[src/rtl/rbd_pkg.sv]
// ----------------------------------------------------------------------------
// rbd_pkg
// Shared types, constants and slot arithmetic for the ring buffer deque.
// ----------------------------------------------------------------------------
package rbd_pkg;

	// Capacity of the ring and width of one stored entry.
	localparam int DEPTH      = 64;
	localparam int DATA_WIDTH = 32;

	// Slot index, entry count and the sum used for ring wrap.
	localparam int SLOT_W = $clog2(DEPTH);
	localparam int CNT_W  = $clog2(DEPTH + 1);
	localparam int SUM_W  = CNT_W + 1;

	// Fixed field widths of the beats.
	localparam int CMD_W   = 3;
	localparam int FIELD_W = 32;
	localparam int RIDX_W  = 6;
	localparam int TOTAL_W = 7;
	localparam int STAT_W  = 2;

	localparam logic [CMD_W-1:0] CMD_PUSH_BACK  = 3'd0;
	localparam logic [CMD_W-1:0] CMD_PUSH_FRONT = 3'd1;
	localparam logic [CMD_W-1:0] CMD_POP_BACK   = 3'd2;
	localparam logic [CMD_W-1:0] CMD_POP_FRONT  = 3'd3;
	localparam logic [CMD_W-1:0] CMD_READ       = 3'd4;
	localparam logic [CMD_W-1:0] CMD_CLEAR      = 3'd5;

	localparam logic [STAT_W-1:0] STAT_OK        = 2'd0;
	localparam logic [STAT_W-1:0] STAT_FULL      = 2'd1;
	localparam logic [STAT_W-1:0] STAT_EMPTY     = 2'd2;
	localparam logic [STAT_W-1:0] STAT_OUT_RANGE = 2'd3;

	typedef struct packed {
		logic [CMD_W-1:0]          cmd;
		logic signed [FIELD_W-1:0] data_in;
		logic [RIDX_W-1:0]         read_index;
	} rbd_req_t;

	typedef struct packed {
		logic signed [FIELD_W-1:0] read_value;
		logic signed [FIELD_W-1:0] front_value;
		logic signed [FIELD_W-1:0] back_value;
		logic [TOTAL_W-1:0]        entry_total;
		logic                      is_empty;
		logic [STAT_W-1:0]         status;
	} rbd_rsp_t;

	// One access to the entry store: a write port and a read port.
	typedef struct packed {
		logic                  we;
		logic [SLOT_W-1:0]     waddr;
		logic [DATA_WIDTH-1:0] wdata;
		logic                  re;
		logic [SLOT_W-1:0]     raddr;
	} rbd_mem_t;

	// Slot of the entry at position pos from the front. Both operands stay
	// below DEPTH for any position that is held, so one subtract wraps it.
	function automatic logic [SLOT_W-1:0] slot_of(input logic [SLOT_W-1:0] head,
	                                              input logic [CNT_W-1:0] pos);
		logic [SUM_W-1:0] sum;
		sum = SUM_W'(head) + SUM_W'(pos);
		if (sum >= SUM_W'(DEPTH)) begin
			sum = sum - SUM_W'(DEPTH);
		end
		return sum[SLOT_W-1:0];
	endfunction

endpackage

[src/rtl/rbd_store.sv]
// ----------------------------------------------------------------------------
// rbd_store
// Entry store: one write port and one read port, read data registered.
// ----------------------------------------------------------------------------
module rbd_store
	import rbd_pkg::*;
(
	input  logic                  clk,
	input  rbd_mem_t              mem,
	output logic [DATA_WIDTH-1:0] rd_data
);

	logic [DATA_WIDTH-1:0] ram_q [DEPTH];

	always_ff @(posedge clk) begin
		if (mem.we) begin
			ram_q[mem.waddr] <= mem.wdata;
		end
	end

	// The read data holds between reads, so the last value stays visible.
	always_ff @(posedge clk) begin
		if (mem.re) begin
			rd_data <= ram_q[mem.raddr];
		end
	end

endmodule

[src/rtl/rbd_ctrl.sv]
// ----------------------------------------------------------------------------
// rbd_ctrl
// Command sequencer: pointer update and entry write, then three reads.
// ----------------------------------------------------------------------------
module rbd_ctrl
	import rbd_pkg::*;
(
	input  logic                  clk,
	input  logic                  arst_n,
	input  logic                  req_valid,
	output logic                  req_stall,
	input  rbd_req_t              req,
	output rbd_mem_t              mem,
	input  logic [DATA_WIDTH-1:0] rd_data,
	output logic                  res_valid,
	input  logic                  res_ready,
	output rbd_rsp_t              res
);

	localparam logic [2:0] ST_IDLE     = 3'd0;
	localparam logic [2:0] ST_RD_IDX   = 3'd1;
	localparam logic [2:0] ST_RD_FRONT = 3'd2;
	localparam logic [2:0] ST_RD_BACK  = 3'd3;
	localparam logic [2:0] ST_RESULT   = 3'd4;

	logic [2:0]         state_q;
	logic [SLOT_W-1:0]  head_q;
	logic [CNT_W-1:0]   count_q;
	logic [RIDX_W-1:0]  ridx_q;
	logic [STAT_W-1:0]  status_q;
	logic [FIELD_W-1:0] read_q;
	logic [FIELD_W-1:0] front_q;

	logic               accept;
	logic               full;
	logic               empty;
	logic               idx_ok;
	logic [SLOT_W-1:0]  head_nxt;
	logic [CNT_W-1:0]   count_nxt;
	logic [STAT_W-1:0]  status_nxt;
	logic [SLOT_W-1:0]  head_dec;

	assign req_stall = (state_q != ST_IDLE);
	assign accept    = req_valid && !req_stall;
	assign full      = (count_q == CNT_W'(DEPTH));
	assign empty     = (count_q == '0);
	assign idx_ok    = (32'(req.read_index) < 32'(count_q));
	assign head_dec  = (head_q == '0) ? SLOT_W'(DEPTH - 1) : head_q - 1'b1;

	always_comb begin
		head_nxt   = head_q;
		count_nxt  = count_q;
		status_nxt = STAT_OK;
		mem        = '0;
		mem.wdata  = DATA_WIDTH'(unsigned'(req.data_in));
		case (req.cmd)
			CMD_PUSH_BACK: begin
				if (full) begin
					status_nxt = STAT_FULL;
				end else begin
					mem.we    = accept;
					mem.waddr = slot_of(head_q, count_q);
					count_nxt = count_q + 1'b1;
				end
			end
			CMD_PUSH_FRONT: begin
				if (full) begin
					status_nxt = STAT_FULL;
				end else begin
					mem.we    = accept;
					mem.waddr = head_dec;
					head_nxt  = head_dec;
					count_nxt = count_q + 1'b1;
				end
			end
			CMD_POP_BACK: begin
				if (empty) begin
					status_nxt = STAT_EMPTY;
				end else begin
					count_nxt = count_q - 1'b1;
				end
			end
			CMD_POP_FRONT: begin
				if (empty) begin
					status_nxt = STAT_EMPTY;
				end else begin
					count_nxt = count_q - 1'b1;
					head_nxt  = (32'(head_q) + 1 >= DEPTH) ? '0 : head_q + 1'b1;
				end
			end
			CMD_READ: begin
				if (!idx_ok) begin
					status_nxt = STAT_OUT_RANGE;
				end
			end
			CMD_CLEAR: begin
				head_nxt  = '0;
				count_nxt = '0;
			end
			default: begin
			end
		endcase

		// Reads run on the state after the command has taken effect.
		case (state_q)
			ST_RD_IDX: begin
				mem.re    = 1'b1;
				mem.raddr = slot_of(head_q, CNT_W'(ridx_q));
			end
			ST_RD_FRONT: begin
				mem.re    = 1'b1;
				mem.raddr = head_q;
			end
			ST_RD_BACK: begin
				mem.re    = 1'b1;
				mem.raddr = slot_of(head_q, count_q - 1'b1);
			end
			default: begin
			end
		endcase
	end

	always_ff @(posedge clk or negedge arst_n) begin
		if (!arst_n) begin
			state_q <= ST_IDLE;
			head_q  <= '0;
			count_q <= '0;
		end else begin
			case (state_q)
				ST_IDLE: begin
					if (accept) begin
						head_q  <= head_nxt;
						count_q <= count_nxt;
						state_q <= ST_RD_IDX;
					end
				end
				ST_RD_IDX:   state_q <= ST_RD_FRONT;
				ST_RD_FRONT: state_q <= ST_RD_BACK;
				ST_RD_BACK:  state_q <= ST_RESULT;
				ST_RESULT: begin
					if (res_ready) begin
						state_q <= ST_IDLE;
					end
				end
				default: state_q <= ST_IDLE;
			endcase
		end
	end

	always_ff @(posedge clk) begin
		if (accept) begin
			ridx_q   <= req.read_index;
			status_q <= status_nxt;
		end
		if (state_q == ST_RD_FRONT) begin
			read_q <= (32'(ridx_q) < 32'(count_q)) ? FIELD_W'(rd_data) : '0;
		end
		if (state_q == ST_RD_BACK) begin
			front_q <= empty ? '0 : FIELD_W'(rd_data);
		end
	end

	assign res_valid       = (state_q == ST_RESULT);
	assign res.read_value  = read_q;
	assign res.front_value = front_q;
	assign res.back_value  = empty ? '0 : FIELD_W'(rd_data);
	assign res.entry_total = TOTAL_W'(count_q);
	assign res.is_empty    = empty;
	assign res.status      = status_q;

	a_count_bound: assert property (@(posedge clk) disable iff (!arst_n)
		count_q <= CNT_W'(DEPTH))
		else $error("entry count above capacity");

	a_head_bound: assert property (@(posedge clk) disable iff (!arst_n)
		32'(head_q) < DEPTH)
		else $error("head slot outside the ring");

	a_write_on_accept: assert property (@(posedge clk) disable iff (!arst_n)
		mem.we |-> (accept && !full))
		else $error("entry write outside an accepted push");

	a_full_holds: assert property (@(posedge clk) disable iff (!arst_n)
		(accept && full && (req.cmd == CMD_PUSH_BACK || req.cmd == CMD_PUSH_FRONT))
		|=> (count_q == CNT_W'(DEPTH)) && $stable(head_q))
		else $error("rejected push changed the state");

	a_result_holds: assert property (@(posedge clk) disable iff (!arst_n)
		(res_valid && !res_ready) |=> res_valid && $stable(res))
		else $error("pending result changed");

endmodule

[src/rtl/ring_buffer_deque.sv]
// ----------------------------------------------------------------------------
// ring_buffer_deque
// Fixed-capacity double-ended queue held in a ring of entry slots.
// ----------------------------------------------------------------------------
// Each command beat on req yields exactly one result beat on rsp. That beat
// reports the state after the command: the value at read_index, the front and
// back values (zero when not held), the entry total, an empty flag and a
// status. A push into a full deque or a pop from an empty one is rejected
// with its status and leaves everything unchanged. The block works on one
// command at a time. A command is taken at the edge where its pointer update
// and entry write happen. The store's single read port then serves three
// reads, one per cycle, for the indexed, front and back values. The result
// then waits until the output register takes it and is on rsp from then on.
// The next command can be taken only once the result has gone to the output
// register. An output register decouples the result side, so a command is
// taken while the previous result still waits on a stalled rsp. Clear resets
// only the pointers; entry contents are never cleared. A read of a slot
// outside the held range may take place, but its value is replaced by zero
// in the result.
module ring_buffer_deque
	import rbd_pkg::*;
(
	input  logic     clk,
	input  logic     arst_n,
	input  logic     req_valid,
	output logic     req_stall,
	input  rbd_req_t req,
	output logic     rsp_valid,
	input  logic     rsp_stall,
	output rbd_rsp_t rsp
);

	rbd_mem_t              mem;
	logic [DATA_WIDTH-1:0] rd_data;
	logic                  res_valid;
	logic                  res_ready;
	rbd_rsp_t              res;
	logic                  rsp_valid_q;
	rbd_rsp_t              rsp_q;

	rbd_ctrl u_ctrl (
		.clk       (clk),
		.arst_n    (arst_n),
		.req_valid (req_valid),
		.req_stall (req_stall),
		.req       (req),
		.mem       (mem),
		.rd_data   (rd_data),
		.res_valid (res_valid),
		.res_ready (res_ready),
		.res       (res)
	);

	rbd_store u_store (
		.clk     (clk),
		.mem     (mem),
		.rd_data (rd_data)
	);

	// The output register takes a new result whenever it is empty or its
	// current beat leaves in this cycle.
	assign res_ready = !rsp_valid_q || !rsp_stall;

	always_ff @(posedge clk or negedge arst_n) begin
		if (!arst_n) begin
			rsp_valid_q <= 1'b0;
		end else if (res_ready) begin
			rsp_valid_q <= res_valid;
		end
	end

	always_ff @(posedge clk) begin
		if (res_ready && res_valid) begin
			rsp_q <= res;
		end
	end

	assign rsp_valid = rsp_valid_q;
	assign rsp       = rsp_q;

endmodule

[config.mk]
export PLATFORM = sky130hd
export DESIGN_NAME = ring_buffer_deque
export DESIGN_NICKNAME = d
export VERILOG_FILES = /design/src/rtl/rbd_pkg.sv /design/src/rtl/rbd_store.sv /design/src/rtl/rbd_ctrl.sv /design/src/rtl/ring_buffer_deque.sv
export SDC_FILE = /design/constraint.sdc
export NUM_CORES = 2
export LEC_CHECK = 0
export BUFFER_PORTS_ARGS = -buffer_cell sky130_fd_sc_hd__buf_4
export CELL_PAD_IN_SITES_DETAIL_PLACEMENT = 1
export CELL_PAD_IN_SITES_GLOBAL_PLACEMENT = 2
export CORE_UTILIZATION = 39
export CTS_CLUSTER_SIZE = 12
export DETAILED_ROUTE_END_ITERATION = 8
export PLACE_DENSITY = 0.67
export SETUP_SLACK_MARGIN = 0.5
export SLEW_MARGIN = 25
export SYNTH_ARGS = -nofsm -noshare
export SYNTH_HDL_FRONTEND = slang
export SYNTH_SLANG_ARGS = --single-unit
[constraint.sdc]
create_clock -name clk -period 8.2 [get_ports clk]
set_clock_uncertainty 0.15 [all_clocks]
set_input_delay 1.64 -clock clk [delete_from_list [all_inputs] [get_ports clk]]
set_output_delay 1.64 -clock clk [all_outputs]
set_load 0.01 [all_outputs]
======== Word level (Yosys, flattened, before mapping) ========
Memories as Yosys holds them, arrays and structs flattened. A register that Yosys moved wholly into a read port is not among the register bits.
Index checks and enable logic that the tools add are counted.
word-level totals
  register bits ........................... 195
  RAM bits ................................ 2,048
  word-level logic and storage cells ...... 91
  input port bits ......................... 45
  memories ................................ 1
operators by class
  multiplexer cells ....................... 25
  reduce and logical (&&, ||, !) cells .... 18
  $add $sub $neg .......................... 11
  magnitude comparators ................... 6
  eq/ne operators ......................... 16
memories
  name           depth  width  rd ports  clocked after memory_dff  write ports  line             source
  u_store.ram_q  64     32     1         1                         1            rbd_store.sv:13  logic [DATA_WIDTH-1:0] ram_q [DEPTH];
operators with widths
  kind                                                  count
  2-to-1 mux 6 bit                                      7
  one-hot mux 7 bit (3 select lines)                    2
  >= comparator 32 x 7 -> 1 bit, second input constant  1
  2-to-1 mux 32 bit                                     1
  2-to-1 mux 7 bit                                      4
  subtractor 6 x 1 -> 6 bit, second input constant      4
  one-hot mux 6 bit (3 select lines)                    1
  adder 6 x 7 -> 8 bit                                  2
  >= comparator 8 x 7 -> 1 bit, second input constant   2
  one-hot mux 3 bit (5 select lines)                    1
  less-than comparator 6 x 7 -> 1 bit                   2
  one-hot mux 7 bit (2 select lines)                    1
  equality test 3 x 2 -> 1 bit, second input constant   4
  AND reduction 5 bit                                   2
  equality test 3 bit, second input constant            3
  nonzero test 3 bit                                    3
  != test 2 bit, second input constant                  4
  adder 6 x 1 -> 7 bit, second input constant           1
  adder 6 x 6 -> 7 bit                                  1
  adder 7 x 1 -> 7 bit, second input constant           1
  equality test 7 bit, second input constant            1
  >= comparator 7 bit, second input constant            1
  zero test 7 bit                                       1
  subtractor 7 x 1 -> 7 bit, second input constant      1
  14 further kinds                                      25

======== Depth between registers and ports, before layout ========
  depth after elaboration ................. 7
  mapped depth ............................ 19
  mapped depth without buffers ............ 14

======== By module ========
A second synthesis with hierarchy kept.
second synthesis, totals
  cell total of the unflattened synthesis .. 3,952
  area total of the unflattened synthesis .. 87,357.5 µm²
by module, submodules not included
  module             cells each  area an instance (µm²)  times used
  rbd_store          3,324       78,835.6                1
  rbd_ctrl           518         5,291.3                 1
  ring_buffer_deque  110         3,230.6                 1

======== Worst setup path after synthesis ========
OpenSTA, ideal clock, no wires.
  path kind ............................... input-to-reg
  start ................................... in rsp_stall
  end ..................................... reg rsp_q, in the netlist rsp[0] (enable)
  buffers on the path ..................... 0
  stages on the path ...................... 1
  setup time .............................. 606 ps
  data required time ...................... 7,444 ps
  path slack .............................. 802 ps
  arrival ................................. 6,642 ps
  path through ............................ a21oi_1
on the way
  longest elaborated chain between the ends .. 3
ends and longest elaborated chain
  item                    line                     source
  start: declaration      ring_buffer_deque.sv:29  input logic rsp_stall,
  zero test 1 bit         ring_buffer_deque.sv:62  assign res_ready = !rsp_valid_q || !rsp_stall;
  logical OR 1 bit        ring_buffer_deque.sv:62
  logical AND 1 bit       ring_buffer_deque.sv:73  if (res_ready && res_valid) begin
  end signal: assignment  ring_buffer_deque.sv:74  rsp_q <= res;
  end: declaration        ring_buffer_deque.sv:39  rbd_rsp_t rsp_q;
Every way passes these cells.
A chain may end at the register's enable or synchronous reset.

======== Worst setup path in the final report ========
  start ................................... reg u_ctrl.state_q[0]
  end ..................................... reg u_store.rd_data[8] (read register of u_store.ram_q) (data pin)
on the way
  longest elaborated chain between the ends .. 2
  elaborated cells between the ends (all ways) .. 4
ends and longest elaborated chain
  item                                                                          line             source
  start: declaration                                                            rbd_ctrl.sv:26   logic [2:0] state_q;
  start signal: assignment                                                      rbd_ctrl.sv:125  state_q <= ST_IDLE;
  start signal: assignment                                                      rbd_ctrl.sv:134  state_q <= ST_RD_IDX;
  start signal: assignment                                                      rbd_ctrl.sv:137  ST_RD_IDX: state_q <= ST_RD_FRONT;
  equality test 3 x 2 -> 1 bit or equality test 3 x 1 -> 1 bit (tied branches)  rbd_ctrl.sv:105  case (state_q)
  one-hot mux 7 bit (3 select lines) (*)                                        rbd_ctrl.sv:105
  end: declaration                                                              rbd_store.sv:10  output logic [DATA_WIDTH-1:0] rd_data
Every way passes the cells marked *; elsewhere a longest branch is shown, timed or not.

==> impl_metrics.tcl <==
set metrics [dict create \
    outcome "complete, no violations" \
    synthFlopType "edfxtp_1" \
    die_area_sq_um 224900 \
    num-nets-final 4734 \
    postSynthAreaPerCell_sq_um 20.03 \
    crit_slowest_cell "a221oi_1" \
    fp.dieW_microns 474.2 \
    yosysSeqAreaShare 0.7847 \
    grt_pass1_vias 46380 \
    power_switching_share 0.3842 \
    vias 45000 \
    crit_path_end_kind "flop" \
    clk_pin_slew_worst_paths_ns 0.06 \
    critPathArrivalTime_ns 7.04 \
    wl_met2_microns 125400 \
    avgViaCountPerCell 5.769 \
    ys_seq_elements 2275 \
    drv_slew 0 \
    r2r_start "u_ctrl.state_q[0]" \
    io_buffer_count 152 \
    crit_chain "nand3b_1 > nand2_1 > o21ai_0 > ha_1 > fa_1 > nand3b_1 > nand2_8 > buf_4 > buf_4 > mux4_2 > o21ai_0 > o22ai_1 > a221oi_1 > a32oi_1" \
    synth_top_cell_by_area "edfxtp_1" \
    fillers 20350 \
    drive_above_1_share 0.2267 \
    utilization 0.4533 \
    cts_buffer_depth 3 \
    hold_class "reg2reg" \
    highest_layer "met5" \
    fp.dieH_microns 474.2 \
    met3_length_microns 17370 \
    place_congestion 0.8211 \
    area_delta_synth_final_pct 14.98 \
    ctsResizeCount 0 \
    whs_ns 0.2461 \
    max_stage_delay_ns 0.76 \
    synth_area_sq_um 86960 \
    power_frac_seq 0.348 \
    critPathLaunch "u_ctrl.state_q[0]" \
    postSynthCellCount 4341 \
    post_cts_buffers 0 \
    htreeDepth 4 \
    first_pass_iters 5 \
    ant_nets 0 \
    grt_pass1_wl_microns 364000 \
    io-pin-count 153 \
    synth.top_cell.area_share 0.7798 \
    ir_worst_vdd_v 0.0004210 \
    final_hold_viol_count 0 \
    multiInputGateArea_sq_um 18100 \
    critPathMaxFanout 66 \
    num_rows 172 \
    cts_made_buffers 231 \
    synth.area.top_cells "edfxtp_1 78%, mux4_2 9.9%, mux2i_1 1.5%" \
    clockRootBuffer "clkbuf_16" \
    core_area_sq_um 220600 \
    tns_ns 0 \
    cts_tree "built" \
    setup_viol 0 \
    slew-limit-headroom 0.2161 \
    wire_per_inst_microns 33.22 \
    wirelength_microns 259100 \
    cap_violations 0 \
    drt_iter0_markers 4856 \
    rsz0062_at_grt "no" \
    clockPowerShare 0.248 \
    grt_use_total 0.2310 \
    p_int_mw 24.65 \
    min_from "u_ctrl.front_q[12]" \
    clkLatencyLatePin_ns 0.89 \
    cp.required_ns 8.60 \
    path_class "reg2reg" \
    drc 0 \
    ys_warn_count 0 \
    hpwl_microns 157500 \
    synth.distinct_cells 67 \
    comb_power_share 0.404 \
    start_util 0.3942 \
    critPathLaunchType "flop" \
    cts_hold_buf 0 \
    grt_start_max_net_pins 96 \
    synth_edf_count 2258 \
    wl_met1_microns 108300 \
    period_share 0.8097 \
    p_leak_nw 31.48 \
    p_sw_mw 15.38 \
    async_reset_ff_frac 0.007473 \
    grt.overflow.total 0 \
    clock.fmax_mhz 150.6 \
    period_needed_ns 6.639 \
    worst_slew_pin_slew_ns 1.172 \
    power_density_nw_per_um2 400.4 \
    clock-sinks 2275 \
    syn_nets 4414 \
    antenna_found_initial 15 \
    regArea_sq_um 68230 \
]
## critical path: cells and delay by family, from the launching register on
kind            cells  cell delay, ns
buf+inv             2            0.85
mux                 1            0.38
fa+ha+maj           2            0.80
compound gates      5            1.88
flops               1            0.75
simple gates        4            1.40
## logic make-up after synthesis
family,Yosys count,synth area share
AO/OA/AOI/OAI,559,0.04629
XOR/XNOR,15,0.001511
adder cells (fa/ha/maj),28,0.004202
buffers and inverters,259,0.01443
flip-flops,2275,0.7847
multiplexers,513,0.1140
AND/OR/NAND/NOR,692,0.03489
## per-stage QoR
stage	setup slack, ns	instances	instance area [sq um]	power (mW)
6_report	1.561	7800	99990	40.03
5_1_grt	1.412	7784	99950	41.35
4_1_cts	1.629	7779	99910	40.36
3_5_place_dp	1.626	7385	92900	30.46
3_3_place_gp	1.495	7375	92670	30.31
2_1_floorplan	0.8020	4341	86960	23.21
## area by class of cell
cell class | instances | area share
clock buffers | 305 | 0.06079
repair buffers | 329 | 0.02833
flip-flops and latches | 2275 | 0.6824
diodes | 20 | 0.0005006
well taps | 2958 | 0.03702
inverters | 17 | 0.0006382
multi-input cells | 1807 | 0.1810
clock inverters | 89 | 0.009273
## placed cells by master, fill, tap and decap left out, types with 6 or more instances in the layout
cell / n
a32o_1: 31
edfxtp_1: 2258
a32oi_1: 66
nor2_2: 6
buf_4: 303
nor2_1: 78
and2_1: 35
a221o_1: 31
a31oi_1: 36
bufinv_16: 9
nor3_1: 39
o21ai_1: 26
a22oi_1: 34
diode_2: 20
a21o_1: 14
dfrtp_1: 17
a21oi_1: 91
xor2_1: 6
buf_12: 21
nand2_1: 344
mux2i_1: 131
inv_16: 6
nor2_4: 69
o21ai_0: 32
ha_1: 26
a221oi_1: 32
clkbuf_16: 231
a211o_1: 32
nand3_1: 44
clkinv_2: 22
nand3b_1: 6
clkinv_1: 38
inv_1: 17
xnor2_1: 9
mux4_2: 382
o22ai_1: 98
clkinv_16: 7
nor2b_1: 38
clkbuf_1: 72
## state kept, by name (all words and copies together), names as in the netlist
signal,cells
rsp,106
rsp_valid,1
u_ctrl.count_q,7
u_ctrl.front_q,32
u_ctrl.head_q,6
u_ctrl.read_q,32
u_ctrl.ridx_q,6
u_ctrl.state_q,3
u_ctrl.status_q,2
u_store.ram_q,2048
u_store.rd_data,32
## Yosys cell counts, drive strengths merged, types with 5 or more instances
cell type / count
buf: 130
and3: 5
ha: 26
a211o: 33
dfrtp: 17
o21ai: 61
o22ai: 99
a31oi: 36
inv: 17
nor2: 153
edfxtp: 2258
a32oi: 66
and2: 36
a32o: 31
a221oi: 34
nor2b: 38
nand2: 345
a221o: 31
a21oi: 92
mux4: 382
a22oi: 34
xnor2: 9
a21o: 14
nor3: 43
clkbuf: 112
nand3: 44
xor2: 6
mux2i: 131
nand3b: 6
## path summary, 6_finish.rpt
path                                       to  slack (ns)  cells past startpoint
hold / removal                        rsp[54]        0.25                      0
setup reg to reg           u_store.rd_data[8]        1.56                     14
max in group asynchronous   u_ctrl.state_q[2]        7.19                      1
setup / recovery           u_store.rd_data[8]        1.56                     14
min in group asynchronous    u_ctrl.head_q[1]        0.48                      1
hold reg to reg                       rsp[54]        0.25                      0
## power by group through the flow
stage / sequential (mW) / clock [mW] / combinational (mW)
after global routing: 14.0 / 10.5 / 16.9
after detailed placement: 14.2 / 0 / 16.3
after CTS: 14.0 / 10.1 / 16.3
after floorplan: 13.9 / 0 / 9.31
final: 13.9 / 9.93 / 16.2
after global placement: 14.2 / 0 / 16.1
## per-layer routing
layer,track usage,vias to the layer above
met5,0,-
met4,0.07113,6
met3,0.04151,326
met2,0.3750,1603
met1,0.3162,24530
li1,-,18530
No activity file was read; power rests on OpenSTA's default activity.
